File: src/cbp_pkg.sv
package cbp_pkg;

    localparam int DEFAULT_MAX_COUNTER_WIDTH = 32;
    localparam int BITS_PER_BYTE             = 8;
    localparam int PARTIAL_W                 = 7;
    localparam int PCOUNT_W                  = 3;
    localparam int CFG_W                     = 6;
    localparam int IN_W                      = 32;
    localparam int APB_DATA_W                = 32;
    localparam int APB_ADDR_W                = 2;

    localparam logic [CFG_W-1:0]      COUNTER_WIDTH_RESET = 6'd4;
    localparam logic [APB_ADDR_W-1:0] ADDR_COUNTER_WIDTH  = 2'd0;

    typedef struct packed {
        logic in_full;
        logic [PCOUNT_W-1:0] partial_count;
    } pack_status_t;

endpackage

File: src/cbp_cfg.sv
module cbp_cfg
    import cbp_pkg::*;
(
    input  logic                  clk,
    input  logic                  rst_n,
    input  logic                  psel,
    input  logic                  penable,
    input  logic                  pwrite,
    input  logic [APB_ADDR_W-1:0] paddr,
    input  logic [APB_DATA_W-1:0] pwdata,
    output logic [APB_DATA_W-1:0] prdata,
    output logic                  pready,
    output logic [CFG_W-1:0]      counter_width
);

    logic [CFG_W-1:0] counter_width_reg;
    logic             wr_en;

    assign pready        = 1'b1;
    assign wr_en         = psel && penable && pwrite && (paddr == ADDR_COUNTER_WIDTH);
    assign counter_width = counter_width_reg;

    always_ff @(posedge clk or negedge rst_n)
    begin
        if (!rst_n)
        begin
            counter_width_reg <= COUNTER_WIDTH_RESET;
        end
        else if (wr_en)
        begin
            counter_width_reg <= pwdata[CFG_W-1:0];
        end
    end

    always_comb
    begin
        prdata = '0;
        if (paddr == ADDR_COUNTER_WIDTH)
        begin
            prdata = APB_DATA_W'(counter_width_reg);
        end
    end

endmodule

File: src/cbp_pack.sv
module cbp_pack
    import cbp_pkg::*;
#(
    parameter int MAX_COUNTER_WIDTH = DEFAULT_MAX_COUNTER_WIDTH,
    localparam int WORD_W = MAX_COUNTER_WIDTH + PARTIAL_W,
    localparam int BYTES  = (WORD_W + BITS_PER_BYTE - 1) / BITS_PER_BYTE,
    localparam int NB_W   = $clog2(BYTES + 1)
)
(
    input  logic               clk,
    input  logic               rst_n,
    input  logic [CFG_W-1:0]   counter_width,
    input  logic               in_valid,
    output logic               in_stall,
    input  logic [IN_W-1:0]    count_word,
    input  logic               last_counter,
    input  logic               emit_free,
    output logic               load,
    output logic [WORD_W-1:0]  load_word,
    output logic [NB_W-1:0]    load_count,
    output logic               load_last,
    output pack_status_t       status
);

    localparam int WID_W = $clog2(MAX_COUNTER_WIDTH + 1);
    localparam int TOT_W = $clog2(WORD_W + 1);

    logic                   in_full_reg;
    logic                   in_full_next;
    logic [IN_W-1:0]        value_reg;
    logic                   last_reg;
    logic [PARTIAL_W-1:0]   partial_bits_reg;
    logic [PARTIAL_W-1:0]   partial_bits_next;
    logic [PCOUNT_W-1:0]    partial_count_reg;
    logic [PCOUNT_W-1:0]    partial_count_next;

    logic                              accept;
    logic [WID_W-1:0]                  w_eff;
    logic [MAX_COUNTER_WIDTH+IN_W-1:0] value_ext;
    logic [MAX_COUNTER_WIDTH-1:0]      masked;
    logic [TOT_W-1:0]                  total;
    logic [WORD_W-1:0]                 shifted;

    assign accept       = in_valid && !in_stall;
    assign in_stall     = in_full_reg && !emit_free;
    assign load         = in_full_reg && emit_free;
    assign in_full_next = accept ? 1'b1 : (load ? 1'b0 : in_full_reg);

    always_comb
    begin
        if (counter_width == '0)
        begin
            w_eff = WID_W'(1);
        end
        else if (int'(counter_width) > MAX_COUNTER_WIDTH)
        begin
            w_eff = WID_W'(MAX_COUNTER_WIDTH);
        end
        else
        begin
            w_eff = WID_W'(counter_width);
        end
    end

    assign value_ext = {{MAX_COUNTER_WIDTH{1'b0}}, value_reg};

    always_comb
    begin
        for (int i = 0; i < MAX_COUNTER_WIDTH; i++)
        begin
            masked[i] = value_ext[i] && (i < int'(w_eff));
        end
    end

    assign load_word  = (WORD_W'(masked) << partial_count_reg) | WORD_W'(partial_bits_reg);
    assign total      = TOT_W'(partial_count_reg) + TOT_W'(w_eff);
    assign load_count = NB_W'(total >> 3) + NB_W'(last_reg && (total[2:0] != 3'd0));
    assign load_last  = last_reg;
    assign shifted    = load_word >> (total & ~TOT_W'(7));

    always_comb
    begin
        partial_bits_next  = partial_bits_reg;
        partial_count_next = partial_count_reg;
        if (load)
        begin
            if (last_reg)
            begin
                partial_bits_next  = '0;
                partial_count_next = '0;
            end
            else
            begin
                partial_bits_next  = shifted[PARTIAL_W-1:0];
                partial_count_next = total[PCOUNT_W-1:0];
            end
        end
    end

    always_ff @(posedge clk or negedge rst_n)
    begin
        if (!rst_n)
        begin
            in_full_reg       <= 1'b0;
            partial_bits_reg  <= '0;
            partial_count_reg <= '0;
        end
        else
        begin
            in_full_reg       <= in_full_next;
            partial_bits_reg  <= partial_bits_next;
            partial_count_reg <= partial_count_next;
        end
    end

    always_ff @(posedge clk)
    begin
        if (accept)
        begin
            value_reg <= count_word;
            last_reg  <= last_counter;
        end
    end

    assign status.in_full       = in_full_reg;
    assign status.partial_count = partial_count_reg;

endmodule

File: src/cbp_emit.sv
module cbp_emit
    import cbp_pkg::*;
#(
    parameter int MAX_COUNTER_WIDTH = DEFAULT_MAX_COUNTER_WIDTH,
    localparam int WORD_W = MAX_COUNTER_WIDTH + PARTIAL_W,
    localparam int BYTES  = (WORD_W + BITS_PER_BYTE - 1) / BITS_PER_BYTE,
    localparam int NB_W   = $clog2(BYTES + 1),
    localparam int EMIT_W = BYTES * BITS_PER_BYTE
)
(
    input  logic                     clk,
    input  logic                     rst_n,
    input  logic                     load,
    input  logic [WORD_W-1:0]        load_word,
    input  logic [NB_W-1:0]          load_count,
    input  logic                     load_last,
    output logic                     emit_free,
    output logic [NB_W-1:0]          pending,
    output logic                     out_valid,
    input  logic                     out_stall,
    output logic [BITS_PER_BYTE-1:0] out_byte,
    output logic                     last_byte
);

    logic [EMIT_W-1:0] word_reg;
    logic [NB_W-1:0]   count_reg;
    logic              last_reg;
    logic              xfer;

    assign out_valid = (count_reg != '0);
    assign xfer      = out_valid && !out_stall;
    assign emit_free = (count_reg == '0) || ((count_reg == NB_W'(1)) && xfer);
    assign out_byte  = word_reg[BITS_PER_BYTE-1:0];
    assign last_byte = last_reg && (count_reg == NB_W'(1));
    assign pending   = count_reg;

    always_ff @(posedge clk or negedge rst_n)
    begin
        if (!rst_n)
        begin
            count_reg <= '0;
            last_reg  <= 1'b0;
        end
        else if (load)
        begin
            count_reg <= load_count;
            last_reg  <= load_last;
        end
        else if (xfer)
        begin
            count_reg <= count_reg - NB_W'(1);
        end
    end

    always_ff @(posedge clk)
    begin
        if (load)
        begin
            word_reg <= EMIT_W'(load_word);
        end
        else if (xfer)
        begin
            word_reg <= word_reg >> BITS_PER_BYTE;
        end
    end

endmodule

File: src/counter_bit_packer.sv
// Channel  Direction  Handshake              Payload
// in       input      in_valid / in_stall    count_word, last_counter
// out      output     out_valid / out_stall  out_byte, last_byte
// cfg      input      APB, pready always 1   counter_width at address 0
//
// A counter is registered on transfer, packed once the emitter is free and handed to the
// byte emitter, which sends one byte per cycle from its output register unless stalled.
// A counter yields between zero and (MAX_COUNTER_WIDTH + 14) / 8 bytes, so the
// input takes one counter per cycle while each yields at most one byte and nothing stalls.
// The next counter is packed in the cycle the emitter's last byte leaves.
// Reset clears the pending bits and empties both stages; no clearing pass is needed.
// An output stall holds the emitter; the input stalls while full and the emitter is busy.
module counter_bit_packer
    import cbp_pkg::*;
#(
    parameter int MAX_COUNTER_WIDTH = DEFAULT_MAX_COUNTER_WIDTH
)
(
    input  logic                     clk,
    input  logic                     rst_n,
    input  logic                     psel,
    input  logic                     penable,
    input  logic                     pwrite,
    input  logic [APB_ADDR_W-1:0]    paddr,
    input  logic [APB_DATA_W-1:0]    pwdata,
    output logic [APB_DATA_W-1:0]    prdata,
    output logic                     pready,
    input  logic                     in_valid,
    output logic                     in_stall,
    input  logic [IN_W-1:0]          count_word,
    input  logic                     last_counter,
    output logic                     out_valid,
    input  logic                     out_stall,
    output logic [BITS_PER_BYTE-1:0] out_byte,
    output logic                     last_byte
);

    localparam int WORD_W = MAX_COUNTER_WIDTH + PARTIAL_W;
    localparam int BYTES  = (WORD_W + BITS_PER_BYTE - 1) / BITS_PER_BYTE;
    localparam int NB_W   = $clog2(BYTES + 1);

    logic [CFG_W-1:0]  counter_width;
    logic              emit_free;
    logic              load;
    logic [WORD_W-1:0] load_word;
    logic [NB_W-1:0]   load_count;
    logic              load_last;
    logic [NB_W-1:0]   pending;
    pack_status_t      status;

    cbp_cfg u_cfg (
        .clk           (clk),
        .rst_n         (rst_n),
        .psel          (psel),
        .penable       (penable),
        .pwrite        (pwrite),
        .paddr         (paddr),
        .pwdata        (pwdata),
        .prdata        (prdata),
        .pready        (pready),
        .counter_width (counter_width)
    );

    cbp_pack #(
        .MAX_COUNTER_WIDTH (MAX_COUNTER_WIDTH)
    ) u_pack (
        .clk           (clk),
        .rst_n         (rst_n),
        .counter_width (counter_width),
        .in_valid      (in_valid),
        .in_stall      (in_stall),
        .count_word    (count_word),
        .last_counter  (last_counter),
        .emit_free     (emit_free),
        .load          (load),
        .load_word     (load_word),
        .load_count    (load_count),
        .load_last     (load_last),
        .status        (status)
    );

    cbp_emit #(
        .MAX_COUNTER_WIDTH (MAX_COUNTER_WIDTH)
    ) u_emit (
        .clk        (clk),
        .rst_n      (rst_n),
        .load       (load),
        .load_word  (load_word),
        .load_count (load_count),
        .load_last  (load_last),
        .emit_free  (emit_free),
        .pending    (pending),
        .out_valid  (out_valid),
        .out_stall  (out_stall),
        .out_byte   (out_byte),
        .last_byte  (last_byte)
    );

    a_stall_needs_full: assert property (@(posedge clk) disable iff (!rst_n)
        in_stall |-> status.in_full)
        else $error("input stalled with an empty input register");

    a_last_clears_partial: assert property (@(posedge clk) disable iff (!rst_n)
        (load && load_last) |=> (status.partial_count == '0))
        else $error("pending bits survived the final counter");

    a_pending_bound: assert property (@(posedge clk) disable iff (!rst_n)
        int'(pending) <= BYTES)
        else $error("emitter holds more bytes than its word");

    a_busy_holds_load: assert property (@(posedge clk) disable iff (!rst_n)
        (out_valid && out_stall) |-> !load)
        else $error("emitter reloaded while a byte was stalled");

endmodule

File: config.mk
export PLATFORM = sky130hd
export DESIGN_NAME = counter_bit_packer
export DESIGN_NICKNAME = d
export VERILOG_FILES = /design/src/cbp_pkg.sv /design/src/cbp_cfg.sv /design/src/cbp_pack.sv /design/src/cbp_emit.sv /design/src/counter_bit_packer.sv
export SDC_FILE = /design/constraint.sdc
export NUM_CORES = 1
export LEC_CHECK = 0
export BUFFER_PORTS_ARGS = -buffer_cell sky130_fd_sc_hd__buf_2
export CORE_UTILIZATION = 37
export DETAILED_ROUTE_END_ITERATION = 7
export PLACE_DENSITY = 0.64
export SKIP_CTS_REPAIR_TIMING = 1
export SYNTH_ARGS = -nofsm -noshare
export SYNTH_HDL_FRONTEND = slang
export SYNTH_SLANG_ARGS = --single-unit
File: constraint.sdc
create_clock -name clk -period 4.77 [get_ports clk]
set_input_delay 0.477 -clock clk [delete_from_list [all_inputs] [get_ports clk]]
set_output_delay 0.477 -clock clk [all_outputs]
set_load 0.05 [all_outputs]
======== Yosys cells after proc, flatten, opt, wreduce, memory -nomap -nowiden ========
Cells that the tools add are included.
storage, ports and cells
  input port bits ......................... 74
  bits in registers ....................... 93
  output and inout port bits .............. 44
operators by class
  $lt $le $gt $ge ......................... 33
  add/subtract/negate cells ............... 3
  reduce and logical (&&, ||, !) cells .... 53
  bitwise gates (word level) .............. 1
  mux-type cells .......................... 11
  equality and inequality tests ........... 1
  shift operators ......................... 2
operator list
  operator             number
  $lt 5x6->1 const A   16
  $mux 39              2
  $lt 4x6->1 const A   8
  $logic_and 1x1->1    42
  $or 39x7->39         1
  $shl 32x3->39        1
  $shr 39x6->7         1
  $lt 3x6->1 const A   4
  $mux 6               3
  $lt 1x6->1 const A   2
  $lt 2x6->1 const A   2
  $mux 3               3
  $mux 7               1
  $add 3x6->6          1
  $gt 6x6->1 const B   1
  $logic_not 6->1      1
  $reduce_bool 3->1    2
  $reduce_bool 2->1    2
  $add 3x1->3          1
  $eq 3x1->1 const B   1
  $logic_not 1->1      3
  $logic_not 3->1      1
  $sub 3x1->3 const B  1
  $logic_not 2->1      1
  other kinds (2)      3

======== Logic depth before layout (Yosys ltp) ========
  depth after elaboration ................. 9
  mapped depth ............................ 17
  gate-level depth less buffers ........... 15

======== Cells and area by module ========
Synthesis repeated with hierarchy kept, for this count alone.
unflattened totals
  cells, all modules ...................... 612
  area total of the unflattened synthesis .. 6308.6 um^2
modules (own cells, without submodules)
  module    sequential area each (um^2)  cells an instance  area each (um^2)  times used
  cbp_pack  1266.2                       441                3778.6            1
  cbp_emit  1271.2                       122                2023.2            1
  cbp_cfg   151.4                        49                 506.7             1

======== Worst setup path after synthesis ========
Ideal clock, no wire load.
  path kind ............................... reg-to-reg
  start point ............................. register u_cfg.counter_width_reg[3] (netlist: u_cfg.counter_width[3])
  end point ............................... register u_pack.partial_bits_reg[0]
  data arrival time ....................... 3284 ps
  clock period less this slack ............ 3352 ps
  stages on the path, launching flop included .. 17
  path slack .............................. 1418 ps
  cell sequence ........................... dfrtp_1 -> buf_4 -> or3_1 -> nor2_1 -> nor2_1 -> nor2_1 -> ha_1 -> inv_1 -> fa_1 -> inv_1 -> maj3_2 -> and2_4 -> mux2i_4 -> inv_2 -> mux4_2 -> a221oi_2 -> a221o_1
between the ends
  longest elaborated chain between the ends .. 9
ends and longest elaborated chain
  element                                   RTL line         text
  from (decl)                               cbp_cfg.sv:16    logic [CFG_W-1:0] counter_width_reg;
  from (signal assigned)                    cbp_cfg.sv:31    counter_width_reg <= pwdata[CFG_W-1:0];
  $gt 6x6->1                                cbp_pack.sv:55   else if (int'(counter_width) > MAX_COUNTER_WIDTH)
  $mux 6                                    cbp_pack.sv:55
  $mux 6 (*)                                cbp_pack.sv:51   if (counter_width == '0)
  $lt 1x6->1, or another cell as far along  cbp_pack.sv:71   masked[i] = value_ext[i] && (i < int'(w_eff));
  $logic_and 1x1->1                         cbp_pack.sv:71
  $shl 32x3->39                             cbp_pack.sv:75   assign load_word = (WORD_W'(masked) << partial_count_reg) | WORD_W'(partial_bits_reg);
  $or 39x7->39                              cbp_pack.sv:75
  $shr 39x6->7 (*)                          cbp_pack.sv:79   assign shifted = load_word >> (total & ~TOT_W'(7));
  $mux 7 (*)                                cbp_pack.sv:87   if (last_reg)
  to (signal assigned)                      cbp_pack.sv:111  partial_bits_reg <= partial_bits_next;
  to (decl)                                 cbp_pack.sv:32   logic [PARTIAL_W-1:0] partial_bits_reg;
Every way passes the cells marked *; elsewhere a longest branch is shown, timed or not.
A chain may end at the register's enable or synchronous reset.

======== Worst setup path after layout ========
  start point ............................. register u_cfg.counter_width_reg[2] (netlist: u_cfg.counter_width[2])
  end point ............................... register u_pack.partial_bits_reg[0]
The elaborated chain is that of the path after synthesis.

==> key figures <==
Run status
  • Outcome: finished, final reports clean

Synth
  • Post-synthesis mux area share: 7.680%
  • Simple-gate share of the synthesized area: 15.63%
  • Top_reg_cell synth: edfxtp_1
  • Cell with the most instances after synthesis: nand2_1
  • Synth Area in Compound Gates: 20.24%
  • Post-synth cell types: 74
  • Avg Cell Area, Syn: 9.585 µm²
  • Sequential share of the synthesized area: 44.25%
  • Top cells by count, synth: 81 x nand2_1, 72 x edfxtp_1, 52 x o21ai_0
  • Xor/xnor share of the synthesized area: 0.9883%
  • Top post-synthesis cells by area: edfxtp_1 36%, dfrtp_1 8.2%, nand2_1 5.0%
  • Largest area contributor in the synthesized netlist: edfxtp_1
  • Largest family of logic cells by synthesized area: compound AO/OA/AOI/OAI gates
  • Post-synthesis cell area: 6077 µm²
  • Share of Yosys cell area claimed by the top area cell type: 35.58%
  • Number of flops mapped to enable cells by yosys: 72
  • Synth async-reset ratio: 22.58%
  • Post-Synthesis Cells: 634
  • Synth warn: 0
  • Synth Area in Adders: 2.141%
  • #FFs+latches synth: 93

Setup path
  • R2r startpoint: u_cfg.counter_width[2]
  • Crit end category: flip-flop
  • CP top delay family: flip-flops
  • Startpoint Class: flip-flop
  • Req. time, crit path: 5.06 ns
  • Critical Path Start: u_cfg.counter_width[2]
  • Crit-path cells: or3_1 -> nor2_1 -> nor2_1 -> nor2_1 -> ha_1 -> inv_1 -> fa_1 -> inv_1 -> maj3_2 -> and2_4 -> mux2i_4 -> inv_2 -> mux4_2 -> a221oi_2 -> a221o_1
  • Crit Path Max Fanout: 22
  • R2R setup slack: 0.98 ns
  • Crit-path most repeated cell: nor2_1
  • Reg-to-Reg End: u_pack.partial_bits_reg[0]
  • CP Capture Point: u_pack.partial_bits_reg[0]
  • Critical path's largest stage delay: 0.81 ns
  • Kind of critical path: flip-flop to flip-flop
  • Worst Path Buf+Inv: 3
  • Arr. time, crit path: 4.08 ns
  • CP Depth: 15
  • Reg2Reg Depth: 15
  • Highest-delay cell along the critical path: dfstp_2

Global route
  • First-pass GRT wire length: 25.65 mm
  • Total track usage: 20.16%
  • Largest net degree at the start of global routing: 72
  • Initial antenna violation count: 0
  • Vias in the first global route: 4,638
  • Grt ovf: 0

Power
  • Power share of the clock group: 15.3%
  • Cell area power density: 696.4 nW/µm²
  • Comb pwr share: 52.9%
  • Sw Pwr: 2.182 mW
  • Switch share: 46.89%
  • Worst IR Drop VDD: 0.3784 mV
  • P_int: 2.472 mW
  • Leakage power: 2.668 nW
  • Reg power frac: 31.8%

Drt
  • Vias per cell: 5.631
  • WL/cell: 18.46 µm
  • Routed wire length: 16.41 mm
  • Vias: 5,006
  • Antenna-violating nets left: 0
  • DRC violations left: 0
  • Iter 0 DRT Violations: 510
  • First-pass DRT Iterations: 5

Clock tree
  • TritonCTS Buffers: 9
  • TritonCTS clock tree: yes
  • CTS H-tree depth: 3
  • Root Driver: clkbuf_16
  • Clock buffer depth: 2
  • TritonCTS Sinks: 93
  • Skew-Pair Late Insertion Delay: 0.36 ns
  • Clock transition at path regs: 0.08 ns

Place
  • Number of I/O port buffers: 64
  • Dpl ws: 1.015 ns
  • Hpwl dp: 11.95 mm
  • Routability cong.: 0.9494

Cells and area
  • Fill count: 1,587
  • Final #Nets: 750
  • Footprint of the multi-input gates: 2938 µm²
  • Flip-flop and latch area: 2689 µm²
  • Syn-to-layout area delta: 9.965%
  • Layout cells sized above 1: 19.76%
  • Antenna cells: 0
  • Max reg flops: 39

STA
  • Fin crit period: 3.788 ns
  • Worst Clk Skew: 0.01058 ns
  • Final Hold Viols: 0
  • Slew Limit Fails: 0
  • RSZ-0062 raised after global routing: no
  • Final period util: 79.42%
  • Setup TNS: 0 ns
  • Fmax: 0.2640 GHz
  • Slew headroom: 32.85%
  • Tightest Pin Transition: 1.004 ns
  • Hold slack: 0.1033 ns
  • Final WS setup: 0.9815 ns
  • Endpoints failing setup: 0

Die
  • I/O pins: 118
  • Rows: 46
  • Die ar.: 16,940 µm²
  • Die W: 130.2 µm
  • Initial core utilization: 38.12%
  • DIE HEIGHT: 130.2 µm
  • Core ar.: 15,940 µm²

Job
  • Number of max-cap violations: 0

Min path
  • Type of the most critical hold path: input pin to asynchronous set/reset pin
==> placed cells by master (no fill, tap or decap), drive strengths merged, types with 4 or more instances in the layout <==
master	count
inv	28
a21oi	21
nand3	11
clkbuf	9
mux2	15
a22oi	8
o21a	5
and2	14
a221oi	5
or2	4
nor2b	6
ha	7
nand2b	6
o21ai	59
o22ai	5
nor3	16
mux4	6
o31ai	4
nand2	81
a31oi	14
xnor2	5
or3	6
nor2	45
dfrtp	20
conb	27
and3	5
buf	76
edfxtp	72
a32oi	4
a211oi	6
o211ai	6
a21o	6
mux2i	15
==> cell type report <==
cell class	instances	area share, %
Multi-Input combinational cell	465	43.96
Sequential cell	93	40.24
Timing Repair Buffer	76	6.141
Inverter	23	1.292
Clock inverter	7	0.9549
Tap cell	216	4.044
Clock buffer	9	3.370
==> worst register-to-register path: cells and delay by family, from the launching register on <==
kind | cells | cell delay, ns
AO/OA/AOI/OAI | 2 | 0.41
adder cells (fa/ha/maj) | 3 | 0.72
buffers and inverters | 3 | 0.40
flip-flops | 1 | 0.81
multiplexers | 2 | 0.75
AND/OR/NAND/NOR | 5 | 0.65
==> through the flow <==
step                area (µm²)  util (%)  total power [mW]  instances
floorplan                 6171         -             3.331        659
global placement          6394     40.10             3.875        873
detailed placement        6394     40.10             3.928        873
CTS                       6683     41.92             4.657        889
global route              6683     41.92             4.956        889
finish                    6683     41.92             4.654        889
==> cell families (layout without fill, tap and decap cells) <==
group	after synthesis	in the layout
other	2	27
AOI/OAI and AO/OA	181	181
buffers and inverters	101	115
and+or+nand+nor	205	205
muxes	36	36
adders and majority gates	10	10
xor gates and xnor gates	6	6
DFF	93	93
==> worst min-delay path by stage <==
stage,to,cells past startpoint,startpoint
global placement,u_emit.last_reg,2,u_emit.last_reg
finish,u_pack.partial_bits_reg[1],1,rst_n
detailed placement,u_emit.last_reg,2,u_emit.last_reg
floorplan,u_cfg.counter_width[0],0,rst_n
global route,u_pack.partial_bits_reg[1],1,rst_n
CTS,u_pack.partial_bits_reg[1],1,rst_n
==> routing by layer <==
metal	vias to the layer above	global-route usage [%]	wire (µm)
met4	0	8.071	397
li1	2350	-	-
met2	222	30.73	7522
met3	29	2.747	836
met5	-	0	0
met1	2405	28.83	7656
==> power by group through the flow <==
stage | Clock (mW) | Sequential [mW] | Combinational (mW)
floorplan | 0 | 1.43 | 1.90
global placement | 0 | 1.49 | 2.39
detailed placement | 0 | 1.50 | 2.43
CTS | 0.730 | 1.48 | 2.44
global route | 0.765 | 1.51 | 2.68
finish | 0.713 | 1.48 | 2.46
(Power assumes the default switching activity.)
